<file path="src/rtl/fbd_pkg.sv">
// Package for the fragmented Bhattacharyya distance unit.
// Holds default parameters, fixed field widths, the iterative unit's command
// type and the sequencer's state and job codes. No dependencies.
package fbd_pkg;

    localparam int MAX_FRAGMENT_LENGTH = 256;
    localparam int MAX_FRAGMENTS       = 4096;
    localparam int COUNT_BITS          = 24;

    localparam int CFG_W          = 9;
    localparam int DIST_W         = 17;
    localparam int FRAC_W         = 16;
    localparam int STEP_W         = 6;
    localparam int COEF_STEPS     = 16;
    localparam int ROOT_Q16_STEPS = 17;
    localparam int MEAN_STEPS     = 17;

    localparam logic [CFG_W-1:0]  CFG_RESET = 9'd16;
    localparam logic [DIST_W-1:0] ONE_Q16   = 17'd65536;
    localparam logic [DIST_W-1:0] HALF_Q16  = 17'd32768;

    typedef enum logic {
        OP_SQRT,
        OP_DIV
    } fbd_op_t;

    typedef struct packed {
        logic              start;
        fbd_op_t           op;
        logic [STEP_W-1:0] steps;
    } fbd_cmd_t;

    typedef enum logic [2:0] {
        ST_IDLE,
        ST_MUL_HI,
        ST_MUL_LO,
        ST_RUN,
        ST_STEP,
        ST_WRAP,
        ST_EMIT
    } fbd_state_t;

    typedef enum logic [3:0] {
        JOB_BIN_MUL,
        JOB_BIN_ROOT,
        JOB_DEN_MUL,
        JOB_DEN_ROOT,
        JOB_COEF_DIV,
        JOB_DIST_ROOT,
        JOB_MAP,
        JOB_MAP_ROOT,
        JOB_MAP_MUL,
        JOB_MEAN_DIV
    } fbd_job_t;

endpackage

</file>
<file path="src/rtl/fbd_iter_unit.sv">
// Shared iterative unit: one compare-and-subtract per cycle, used for
// digit-by-digit square root (two radicand bits a step) and restoring division.
// Depends on fbd_pkg.
module fbd_iter_unit #(
    parameter int DEN_W = 41
) (
    input  logic                  aclk,
    input  logic                  aresetn,
    input  fbd_pkg::fbd_cmd_t     cmd,
    input  logic [2*DEN_W-1:0]    rad_init,
    input  logic [DEN_W+1:0]      rem_init,
    input  logic [DEN_W+1:0]      divisor,
    output logic                  busy,
    output logic [DEN_W-1:0]      result
);

    localparam int RAD_W = 2 * DEN_W;
    localparam int REM_W = DEN_W + 2;

    logic                        busy_reg, busy_next;
    logic [fbd_pkg::STEP_W-1:0]  cnt_reg, cnt_next;
    fbd_pkg::fbd_op_t            op_reg, op_next;
    logic [RAD_W-1:0]            rad_reg, rad_next;
    logic [REM_W-1:0]            rem_reg, rem_next;
    logic [REM_W-1:0]            dvs_reg, dvs_next;
    logic [DEN_W-1:0]            root_reg, root_next;

    logic [REM_W-1:0] rem_sh;
    logic [REM_W-1:0] trial;
    logic [REM_W:0]   diff;
    logic             ge;

    always_comb begin
        if (op_reg == fbd_pkg::OP_SQRT) begin
            rem_sh = {rem_reg[REM_W-3:0], rad_reg[RAD_W-1 -: 2]};
            trial  = {root_reg, 2'b01};
        end else begin
            rem_sh = {rem_reg[REM_W-2:0], rad_reg[RAD_W-1]};
            trial  = dvs_reg;
        end
        diff = {1'b0, rem_sh} - {1'b0, trial};
        ge   = !diff[REM_W];

        busy_next = busy_reg;
        cnt_next  = cnt_reg;
        op_next   = op_reg;
        rad_next  = rad_reg;
        rem_next  = rem_reg;
        dvs_next  = dvs_reg;
        root_next = root_reg;

        if (cmd.start) begin
            busy_next = 1'b1;
            cnt_next  = cmd.steps;
            op_next   = cmd.op;
            rad_next  = rad_init;
            rem_next  = rem_init;
            dvs_next  = divisor;
            root_next = '0;
        end else if (busy_reg) begin
            rem_next  = ge ? diff[REM_W-1:0] : rem_sh;
            root_next = {root_reg[DEN_W-2:0], ge};
            rad_next  = (op_reg == fbd_pkg::OP_SQRT) ? (rad_reg << 2) : (rad_reg << 1);
            cnt_next  = cnt_reg - 1'b1;
            if (cnt_reg == fbd_pkg::STEP_W'(1)) begin
                busy_next = 1'b0;
            end
        end
    end

    always_ff @(posedge aclk) begin
        if (!aresetn) begin
            busy_reg <= 1'b0;
            cnt_reg  <= '0;
        end else begin
            busy_reg <= busy_next;
            cnt_reg  <= cnt_next;
        end
    end

    always_ff @(posedge aclk) begin
        op_reg   <= op_next;
        rad_reg  <= rad_next;
        rem_reg  <= rem_next;
        dvs_reg  <= dvs_next;
        root_reg <= root_next;
    end

    assign busy   = busy_reg;
    assign result = root_reg;

endmodule

</file>
<file path="src/rtl/fragmented_bhattacharyya_distance_unit.sv">
// Top level of the fragmented Bhattacharyya distance unit.
// Sequencer, accumulators, two-pass multiplier; uses fbd_pkg and fbd_iter_unit.
//
// Bin-count pairs stream in and are grouped into fragments of cfg_wr_data bins
// (0 counts as 1, values above MAX_FRAGMENT_LENGTH are clamped). Each item is
// worked one at a time and s_ready is high only between items. A bin that does
// not close a fragment takes two multiplier passes, then one root bit per
// cycle in the shared iterative unit. A closing bin adds the denominator root
// (SUM_W + 8 steps) and, where needed, the 16-step coefficient division and
// the two 17-step Q0.16 roots. The last item adds a 17-step mean division.
// Distance and status come out on m_distance/m_status; the output register
// frees the input side, but a new result waits until the previous one has
// been taken.
module fragmented_bhattacharyya_distance_unit #(
    parameter int MAX_FRAGMENT_LENGTH = fbd_pkg::MAX_FRAGMENT_LENGTH,
    parameter int MAX_FRAGMENTS       = fbd_pkg::MAX_FRAGMENTS,
    parameter int COUNT_BITS          = fbd_pkg::COUNT_BITS
) (
    input  logic                       aclk,
    input  logic                       aresetn,
    input  logic                       cfg_wr_en,
    input  logic [fbd_pkg::CFG_W-1:0]  cfg_wr_data,
    input  logic                       s_valid,
    output logic                       s_ready,
    input  logic [COUNT_BITS-1:0]      s_count_a,
    input  logic [COUNT_BITS-1:0]      s_count_b,
    input  logic                       s_last,
    output logic                       m_valid,
    input  logic                       m_ready,
    output logic [fbd_pkg::DIST_W-1:0] m_distance,
    output logic                       m_status
);

    localparam int LEN_W     = $clog2(MAX_FRAGMENT_LENGTH + 1);
    localparam int FRAG_W    = $clog2(MAX_FRAGMENTS + 1);
    localparam int SUM_W     = COUNT_BITS + LEN_W;
    localparam int BIN_ROOT_W = COUNT_BITS + 8;
    localparam int DEN_W     = SUM_W + 8;
    localparam int RAD_W     = 2 * DEN_W;
    localparam int REM_W     = DEN_W + 2;
    localparam int TOTAL_W   = FRAG_W + fbd_pkg::FRAC_W;
    localparam int MUL_W     = (SUM_W > 16) ? SUM_W : 16;
    localparam int HALF_W    = (MUL_W + 1) / 2;
    localparam int PROD_W    = 2 * MUL_W;
    localparam int DW        = fbd_pkg::DIST_W;

    fbd_pkg::fbd_state_t state_reg, state_next;
    fbd_pkg::fbd_job_t   job_reg, job_next;

    logic [fbd_pkg::CFG_W-1:0] cfg_reg, cfg_next;
    logic [DEN_W-1:0]   root_sum_reg, root_sum_next;
    logic [SUM_W-1:0]   sum_first_reg, sum_first_next;
    logic [SUM_W-1:0]   sum_second_reg, sum_second_next;
    logic [LEN_W-1:0]   bin_pos_reg, bin_pos_next;
    logic [FRAG_W-1:0]  frag_reg, frag_next;
    logic [TOTAL_W-1:0] total_reg, total_next;
    logic               m_valid_reg, m_valid_next;

    logic [COUNT_BITS-1:0] a_reg, a_next;
    logic [COUNT_BITS-1:0] b_reg, b_next;
    logic                  last_reg, last_next;
    logic [MUL_W-1:0]      x_reg, x_next;
    logic [MUL_W-1:0]      y_reg, y_next;
    logic [PROD_W-1:0]     acc_reg, acc_next;
    logic [DW-1:0]         dist_reg, dist_next;
    logic [DW-1:0]         res_dist_reg, res_dist_next;
    logic                  res_status_reg, res_status_next;
    logic [DW-1:0]         m_distance_reg, m_distance_next;
    logic                  m_status_reg, m_status_next;

    logic [LEN_W-1:0]         len_eff;
    logic [HALF_W-1:0]        mul_a;
    logic [HALF_W+MUL_W-1:0]  prod;

    fbd_pkg::fbd_cmd_t eng_cmd;
    logic [RAD_W-1:0]  eng_rad;
    logic [REM_W-1:0]  eng_rem;
    logic [REM_W-1:0]  eng_dvs;
    logic              eng_busy;
    logic [DEN_W-1:0]  eng_result;

    logic [DEN_W-1:0]  rs_new;
    logic [SUM_W-1:0]  sa_new;
    logic [SUM_W-1:0]  sb_new;
    logic [LEN_W-1:0]  bp_new;
    logic [DW-1:0]     q16_val;
    logic [RAD_W-1:0]  q16_rad;
    logic              do_add;
    logic [DW-1:0]     mapped;
    logic              clear_stream;

    fbd_iter_unit #(
        .DEN_W(DEN_W)
    ) u_iter (
        .aclk     (aclk),
        .aresetn  (aresetn),
        .cmd      (eng_cmd),
        .rad_init (eng_rad),
        .rem_init (eng_rem),
        .divisor  (eng_dvs),
        .busy     (eng_busy),
        .result   (eng_result)
    );

    always_comb begin
        if (cfg_reg == '0) begin
            len_eff = LEN_W'(1);
        end else if (32'(cfg_reg) > MAX_FRAGMENT_LENGTH) begin
            len_eff = LEN_W'(MAX_FRAGMENT_LENGTH);
        end else begin
            len_eff = LEN_W'(cfg_reg);
        end
    end

    assign mul_a = (state_reg == fbd_pkg::ST_MUL_HI) ?
                   HALF_W'(x_reg[MUL_W-1:HALF_W]) : x_reg[HALF_W-1:0];
    assign prod  = mul_a * y_reg;

    assign rs_new = root_sum_reg + eng_result;
    assign sa_new = sum_first_reg + SUM_W'(a_reg);
    assign sb_new = sum_second_reg + SUM_W'(b_reg);
    assign bp_new = bin_pos_reg + 1'b1;

    assign q16_rad = RAD_W'({q16_val, {fbd_pkg::FRAC_W{1'b0}}}) << (RAD_W - 34);

    always_comb begin
        state_next      = state_reg;
        job_next        = job_reg;
        cfg_next        = cfg_wr_en ? cfg_wr_data : cfg_reg;
        root_sum_next   = root_sum_reg;
        sum_first_next  = sum_first_reg;
        sum_second_next = sum_second_reg;
        bin_pos_next    = bin_pos_reg;
        frag_next       = frag_reg;
        total_next      = total_reg;
        m_valid_next    = m_valid_reg && !m_ready;
        a_next          = a_reg;
        b_next          = b_reg;
        last_next       = last_reg;
        x_next          = x_reg;
        y_next          = y_reg;
        acc_next        = acc_reg;
        dist_next       = dist_reg;
        res_dist_next   = res_dist_reg;
        res_status_next = res_status_reg;
        m_distance_next = m_distance_reg;
        m_status_next   = m_status_reg;
        eng_cmd         = '{start: 1'b0, op: fbd_pkg::OP_SQRT, steps: '0};
        eng_rad         = '0;
        eng_rem         = '0;
        eng_dvs         = '0;
        q16_val         = dist_reg;
        do_add          = 1'b0;
        mapped          = '0;
        clear_stream    = 1'b0;

        unique case (state_reg)
            fbd_pkg::ST_IDLE: begin
                if (s_valid) begin
                    a_next     = s_count_a;
                    b_next     = s_count_b;
                    last_next  = s_last;
                    x_next     = MUL_W'(s_count_a);
                    y_next     = MUL_W'(s_count_b);
                    job_next   = fbd_pkg::JOB_BIN_MUL;
                    state_next = fbd_pkg::ST_MUL_HI;
                end
            end
            fbd_pkg::ST_MUL_HI: begin
                acc_next   = PROD_W'(prod);
                state_next = fbd_pkg::ST_MUL_LO;
            end
            fbd_pkg::ST_MUL_LO: begin
                acc_next   = (acc_reg << HALF_W) + PROD_W'(prod);
                state_next = fbd_pkg::ST_STEP;
            end
            fbd_pkg::ST_RUN: begin
                if (!eng_busy) begin
                    state_next = fbd_pkg::ST_STEP;
                end
            end
            fbd_pkg::ST_STEP: begin
                unique case (job_reg)
                    fbd_pkg::JOB_BIN_MUL: begin
                        eng_cmd    = '{start: 1'b1, op: fbd_pkg::OP_SQRT,
                                       steps: fbd_pkg::STEP_W'(BIN_ROOT_W)};
                        eng_rad    = RAD_W'({acc_reg[2*COUNT_BITS-1:0],
                                             {fbd_pkg::FRAC_W{1'b0}}}) << (2 * LEN_W);
                        job_next   = fbd_pkg::JOB_BIN_ROOT;
                        state_next = fbd_pkg::ST_RUN;
                    end
                    fbd_pkg::JOB_BIN_ROOT: begin
                        root_sum_next   = rs_new;
                        sum_first_next  = sa_new;
                        sum_second_next = sb_new;
                        bin_pos_next    = bp_new;
                        if (bp_new >= len_eff) begin
                            x_next     = MUL_W'((sa_new == '0) ? SUM_W'(1) : sa_new);
                            y_next     = MUL_W'((sb_new == '0) ? SUM_W'(1) : sb_new);
                            job_next   = fbd_pkg::JOB_DEN_MUL;
                            state_next = fbd_pkg::ST_MUL_HI;
                        end else if (last_reg) begin
                            state_next = fbd_pkg::ST_WRAP;
                        end else begin
                            state_next = fbd_pkg::ST_IDLE;
                        end
                    end
                    fbd_pkg::JOB_DEN_MUL: begin
                        eng_cmd    = '{start: 1'b1, op: fbd_pkg::OP_SQRT,
                                       steps: fbd_pkg::STEP_W'(DEN_W)};
                        eng_rad    = {acc_reg[2*SUM_W-1:0], {fbd_pkg::FRAC_W{1'b0}}};
                        job_next   = fbd_pkg::JOB_DEN_ROOT;
                        state_next = fbd_pkg::ST_RUN;
                    end
                    fbd_pkg::JOB_DEN_ROOT: begin
                        if (root_sum_reg < eng_result) begin
                            eng_cmd    = '{start: 1'b1, op: fbd_pkg::OP_DIV,
                                           steps: fbd_pkg::STEP_W'(fbd_pkg::COEF_STEPS)};
                            eng_rem    = REM_W'(root_sum_reg);
                            eng_dvs    = REM_W'(eng_result);
                            job_next   = fbd_pkg::JOB_COEF_DIV;
                            state_next = fbd_pkg::ST_RUN;
                        end else begin
                            dist_next = '0;
                            job_next  = fbd_pkg::JOB_MAP;
                        end
                    end
                    fbd_pkg::JOB_COEF_DIV: begin
                        if (eng_result[fbd_pkg::FRAC_W-1:0] != '0) begin
                            q16_val    = fbd_pkg::ONE_Q16 -
                                         DW'(eng_result[fbd_pkg::FRAC_W-1:0]);
                            eng_cmd    = '{start: 1'b1, op: fbd_pkg::OP_SQRT,
                                           steps: fbd_pkg::STEP_W'(fbd_pkg::ROOT_Q16_STEPS)};
                            eng_rad    = q16_rad;
                            job_next   = fbd_pkg::JOB_DIST_ROOT;
                            state_next = fbd_pkg::ST_RUN;
                        end else begin
                            dist_next = '0;
                            job_next  = fbd_pkg::JOB_MAP;
                        end
                    end
                    fbd_pkg::JOB_DIST_ROOT: begin
                        dist_next = eng_result[DW-1:0];
                        job_next  = fbd_pkg::JOB_MAP;
                    end
                    fbd_pkg::JOB_MAP: begin
                        if (dist_reg >= fbd_pkg::HALF_Q16) begin
                            q16_val    = dist_reg;
                            eng_cmd    = '{start: 1'b1, op: fbd_pkg::OP_SQRT,
                                           steps: fbd_pkg::STEP_W'(fbd_pkg::ROOT_Q16_STEPS)};
                            eng_rad    = q16_rad;
                            job_next   = fbd_pkg::JOB_MAP_ROOT;
                            state_next = fbd_pkg::ST_RUN;
                        end else begin
                            x_next     = MUL_W'(dist_reg);
                            y_next     = MUL_W'(dist_reg);
                            job_next   = fbd_pkg::JOB_MAP_MUL;
                            state_next = fbd_pkg::ST_MUL_HI;
                        end
                    end
                    fbd_pkg::JOB_MAP_ROOT: begin
                        do_add = 1'b1;
                        mapped = eng_result[DW-1:0];
                    end
                    fbd_pkg::JOB_MAP_MUL: begin
                        do_add = 1'b1;
                        mapped = DW'(acc_reg >> fbd_pkg::FRAC_W);
                    end
                    fbd_pkg::JOB_MEAN_DIV: begin
                        res_dist_next = eng_result[DW-1:0];
                        state_next    = fbd_pkg::ST_EMIT;
                    end
                    default: begin
                        state_next = fbd_pkg::ST_IDLE;
                    end
                endcase

                if (do_add) begin
                    if (32'(frag_reg) < MAX_FRAGMENTS) begin
                        frag_next  = frag_reg + 1'b1;
                        total_next = total_reg + TOTAL_W'(mapped);
                    end
                    root_sum_next   = '0;
                    sum_first_next  = '0;
                    sum_second_next = '0;
                    bin_pos_next    = '0;
                    state_next      = last_reg ? fbd_pkg::ST_WRAP : fbd_pkg::ST_IDLE;
                end
            end
            fbd_pkg::ST_WRAP: begin
                if (bin_pos_reg != '0) begin
                    res_dist_next   = '0;
                    res_status_next = 1'b1;
                    state_next      = fbd_pkg::ST_EMIT;
                end else if (frag_reg == '0) begin
                    res_dist_next   = '0;
                    res_status_next = 1'b0;
                    state_next      = fbd_pkg::ST_EMIT;
                end else begin
                    res_status_next = 1'b0;
                    eng_cmd    = '{start: 1'b1, op: fbd_pkg::OP_DIV,
                                   steps: fbd_pkg::STEP_W'(fbd_pkg::MEAN_STEPS)};
                    eng_rem    = REM_W'(total_reg >> fbd_pkg::MEAN_STEPS);
                    eng_rad    = RAD_W'(total_reg[fbd_pkg::MEAN_STEPS-1:0])
                                 << (RAD_W - fbd_pkg::MEAN_STEPS);
                    eng_dvs    = REM_W'(frag_reg);
                    job_next   = fbd_pkg::JOB_MEAN_DIV;
                    state_next = fbd_pkg::ST_RUN;
                end
            end
            fbd_pkg::ST_EMIT: begin
                if (!m_valid_reg || m_ready) begin
                    m_valid_next    = 1'b1;
                    m_distance_next = res_dist_reg;
                    m_status_next   = res_status_reg;
                    clear_stream    = 1'b1;
                    state_next      = fbd_pkg::ST_IDLE;
                end
            end
            default: begin
                state_next = fbd_pkg::ST_IDLE;
            end
        endcase

        if (clear_stream) begin
            root_sum_next   = '0;
            sum_first_next  = '0;
            sum_second_next = '0;
            bin_pos_next    = '0;
            frag_next       = '0;
            total_next      = '0;
        end
    end

    always_ff @(posedge aclk) begin
        if (!aresetn) begin
            state_reg      <= fbd_pkg::ST_IDLE;
            job_reg        <= fbd_pkg::JOB_BIN_MUL;
            cfg_reg        <= fbd_pkg::CFG_RESET;
            root_sum_reg   <= '0;
            sum_first_reg  <= '0;
            sum_second_reg <= '0;
            bin_pos_reg    <= '0;
            frag_reg       <= '0;
            total_reg      <= '0;
            m_valid_reg    <= 1'b0;
        end else begin
            state_reg      <= state_next;
            job_reg        <= job_next;
            cfg_reg        <= cfg_next;
            root_sum_reg   <= root_sum_next;
            sum_first_reg  <= sum_first_next;
            sum_second_reg <= sum_second_next;
            bin_pos_reg    <= bin_pos_next;
            frag_reg       <= frag_next;
            total_reg      <= total_next;
            m_valid_reg    <= m_valid_next;
        end
    end

    always_ff @(posedge aclk) begin
        a_reg          <= a_next;
        b_reg          <= b_next;
        last_reg       <= last_next;
        x_reg          <= x_next;
        y_reg          <= y_next;
        acc_reg        <= acc_next;
        dist_reg       <= dist_next;
        res_dist_reg   <= res_dist_next;
        res_status_reg <= res_status_next;
        m_distance_reg <= m_distance_next;
        m_status_reg   <= m_status_next;
    end

    assign s_ready    = (state_reg == fbd_pkg::ST_IDLE);
    assign m_valid    = m_valid_reg;
    assign m_distance = m_distance_reg;
    assign m_status   = m_status_reg;

endmodule
</file>
<file path="config.mk">
export PLATFORM = sky130hd
export DESIGN_NAME = fragmented_bhattacharyya_distance_unit
export DESIGN_NICKNAME = d
export VERILOG_FILES = /design/src/rtl/fbd_pkg.sv /design/src/rtl/fbd_iter_unit.sv /design/src/rtl/fragmented_bhattacharyya_distance_unit.sv
export SDC_FILE = /design/constraint.sdc
export NUM_CORES = 2
export LEC_CHECK = 0
export BUFFER_PORTS_ARGS = -buffer_cell sky130_fd_sc_hd__buf_4
export CAP_MARGIN = 0
export CORE_ASPECT_RATIO = 0.7
export CORE_MARGIN = 4
export CORE_UTILIZATION = 59
export CTS_CLUSTER_DIAMETER = 150
export DETAILED_ROUTE_END_ITERATION = 8
export PLACE_DENSITY = 0.78
export SKIP_LAST_GASP = 1
export SYNTH_ARGS = -nofsm -noshare
export SYNTH_HDL_FRONTEND = slang
export SYNTH_SLANG_ARGS = --single-unit
</file>
<file path="constraint.sdc">
create_clock -name aclk -period 10.7 [get_ports aclk]
set_input_delay 2.14 -clock aclk [delete_from_list [all_inputs] [get_ports aclk]]
set_output_delay 2.14 -clock aclk [all_outputs]
set_load 0.02 [all_outputs]
</file>
==> results_dict.tcl <==
set metrics [dict create \
    status "finished clean" \
    fin_nets 6807 \
    fmax_mhz 97.7 \
    end_kind "register" \
    slowest_delay_ns 0.56 \
    cts_htree_levels 3 \
    firstDrtPassIters 7 \
    drc 0 \
    hold_violations 0 \
    fillers 7409 \
    setup_slack_ns 0.469 \
    die_w_um 372 \
    dpl_worst_slack_ns 0.0952 \
    synthesis.area_mm2 0.0548 \
    skew_ns 0.0357 \
    vias_per_cell 6.35 \
    synth_edf_count 384 \
    die_height_um 263 \
    avgSynthCellArea_um2 9.17 \
    cap_violations 0 \
    overflow 0 \
    port_buffers 82 \
    worstSetupStartpointType "register" \
    cts_sinks 607 \
    r2r_slack_ns 0.47 \
    r2r_start "state_reg[2]" \
    async_flop_share 0 \
    tritoncts "done" \
    die_area_mm2 0.0980 \
    instances_no_fill 7205 \
    path_class "register to register" \
    synth.net_count 6875 \
    whs_path_depth 0 \
    arrival_ns 10.58 \
    seq_area_frac_synth 0.292 \
    dp.cells 7070 \
    min_period_ns 10.23 \
    synth_top_flop_cell "edfxtp_1" \
    cts_buffer_depth 3 \
    worst_path_max_delay_cell "fa_1" \
    yosysWarnings 0 \
    gp_congestion 1.03 \
    cp-endpoint "acc_reg[62]" \
    grt_max_degree 152 \
    cts_hold_buf 0 \
    synthToLayoutAreaGrowth_pct 7.80 \
    synth_cell_types 78 \
    drt-initial-drc-count 5964 \
    r2r_end "acc_reg[62]" \
    start_util 0.596 \
    slew_viol_final 0 \
    dp_hpwl_mm 126 \
    syn-instance-count 5977 \
    worst_hold_path_type "register to register" \
    grt_pass1_wl_mm 260 \
    stdcell_area_mm2 0.0591 \
    maxSlewHeadroom 0.136 \
    vias 45768 \
    rows 93 \
    cts_root_buf "clkbuf_16" \
    cp_common_cell "fa_1" \
    ys_seq_elements 607 \
    tightest_slew_ns 1.28 \
    ff2ff_path_depth 40 \
    io_pins 83 \
    ant_nets 0 \
    antenna_found_initial 7 \
    routed_wirelength_mm 171 \
    grt_pass1_vias 43683 \
    numCtsBuffers 67 \
    hold_ws_ns 0.418 \
    coreArea_mm2 0.0920 \
    drive_gt1_frac 0.0704 \
    wl_per_cell_um 23.7 \
    finalSetupViolCount 0 \
    cp_max_fo 16 \
    final.period_utilization 0.956 \
    clock_latency_ns 0.64 \
    clk_pin_slew_ns 0.07 \
    required_ns 11.05 \
    dpl-instance-area_mm2 0.0567 \
    track_usage 0.343 \
    cp-startpoint "state_reg[2]" \
]
critical path: cells and delay by family (launching register included):
kind	cells	cell delay [ns]
AO/OA/AOI/OAI	15	2.85
adder cells (fa/ha/maj)	8	3.81
flip-flops	1	0.30
multiplexers	1	0.41
buffers and inverters	7	0.78
AND/OR/NAND/NOR	7	1.47
XOR/XNOR	2	0.35
metal layers:
layer | up-vias | GRT usage | share of wire
met2 | 3106 | 0.451 | 0.39
met1 | 22079 | 0.520 | 0.41
met4 | 2 | 0.0898 | 0.031
met5 | - | 0 | 0.000076
met3 | 398 | 0.137 | 0.17
li1 | 20183 | - | -
through the flow:
step | utilization | TNS (ns)
2_1_floorplan | - | 0
3_3_place_gp | 0.616 | 0
3_5_place_dp | 0.616 | 0
4_1_cts | 0.641 | 0
5_1_grt | 0.642 | -0.0505
6_report | 0.642 | 0
what timing repair did:
| action | 4_1_cts | 5_1_grt |
|---|---|---|
| hold endpoints to repair | 0 | 0 |
| gates resized for setup | 0 | 20 |
| setup buffers | 0 | 4 |
| setup endpoints to repair | 0 | 21 |
cells in the mapped netlist (42+ instances only):
cell type	count	area, um^2
nand2_1	725	2720
inv_1	701	2630
buf_1	47	176
ha_1	365	4570
nand2b_1	47	294
a22o_1	47	412
dfxtp_1	223	4460
a22oi_1	115	863
and2_1	216	1350
clkbuf_1	281	1050
edfxtp_1	384	11500
o21ai_0	277	1390
mux2i_1	183	1830
nor2_1	388	1460
o22ai_1	42	263
xnor2_1	149	1310
nor3_1	80	400
fa_1	470	9410
nand3_1	66	330
and3_1	42	263
xor2_1	119	1040
mux2_2	65	732
a21o_1	109	818
a21oi_1	313	1570
cells by family after synthesis:
logic type      count (synthesis)  share of synthesized area
flops                         607                      0.292
compound gates               1228                      0.145
mux                           248                     0.0468
fa+ha+maj                     835                      0.255
buf+inv                      1030                     0.0705
simple gates                 1761                      0.148
xor+xnor                      268                     0.0428
placed cells by master (no fill, tap or decap), drive strengths merged, types with 47 or more instances in the layout:
cell type and count:
a21o 109, a21oi 313, a22o 47, a22oi 115, and2 216, buf 190
clkbuf 93, dfxtp 223, edfxtp 384, fa 470, ha 365, inv 708
mux2 66, mux2i 183, nand2 725, nand2b 47, nand3 66, nor2 388
nor3 80, o21ai 281, xnor2 149, xor2 119
worst min path at each step:
stage                                 from             end  slack [ns]
after floorplan            res_dist_reg[0]   m_distance[0]        0.40
after global placement    res_dist_reg[15]  m_distance[15]        0.40
after detailed placement   res_dist_reg[7]   m_distance[7]        0.41
after CTS                 res_dist_reg[12]  m_distance[12]        0.42
after global routing      res_dist_reg[12]  m_distance[12]        0.43
final                     res_dist_reg[12]  m_distance[12]        0.42
final cells by class:
cell class	count	area, um^2	area share
Multi-Input combinational cell	4341	35100	0.595
Sequential cell	607	16000	0.271
Inverter	702	2640	0.0447
Clock buffer	93	1940	0.0328
Tap cell	1235	1550	0.0261
Timing Repair Buffer	190	1450	0.0245
Clock inverter	31	378	0.00639
Antenna cell	6	15.0	0.000254
Power is left out: the tool's default activity adds up to more than one toggle a clock period on the data nets, which glitch-free logic cannot reach.
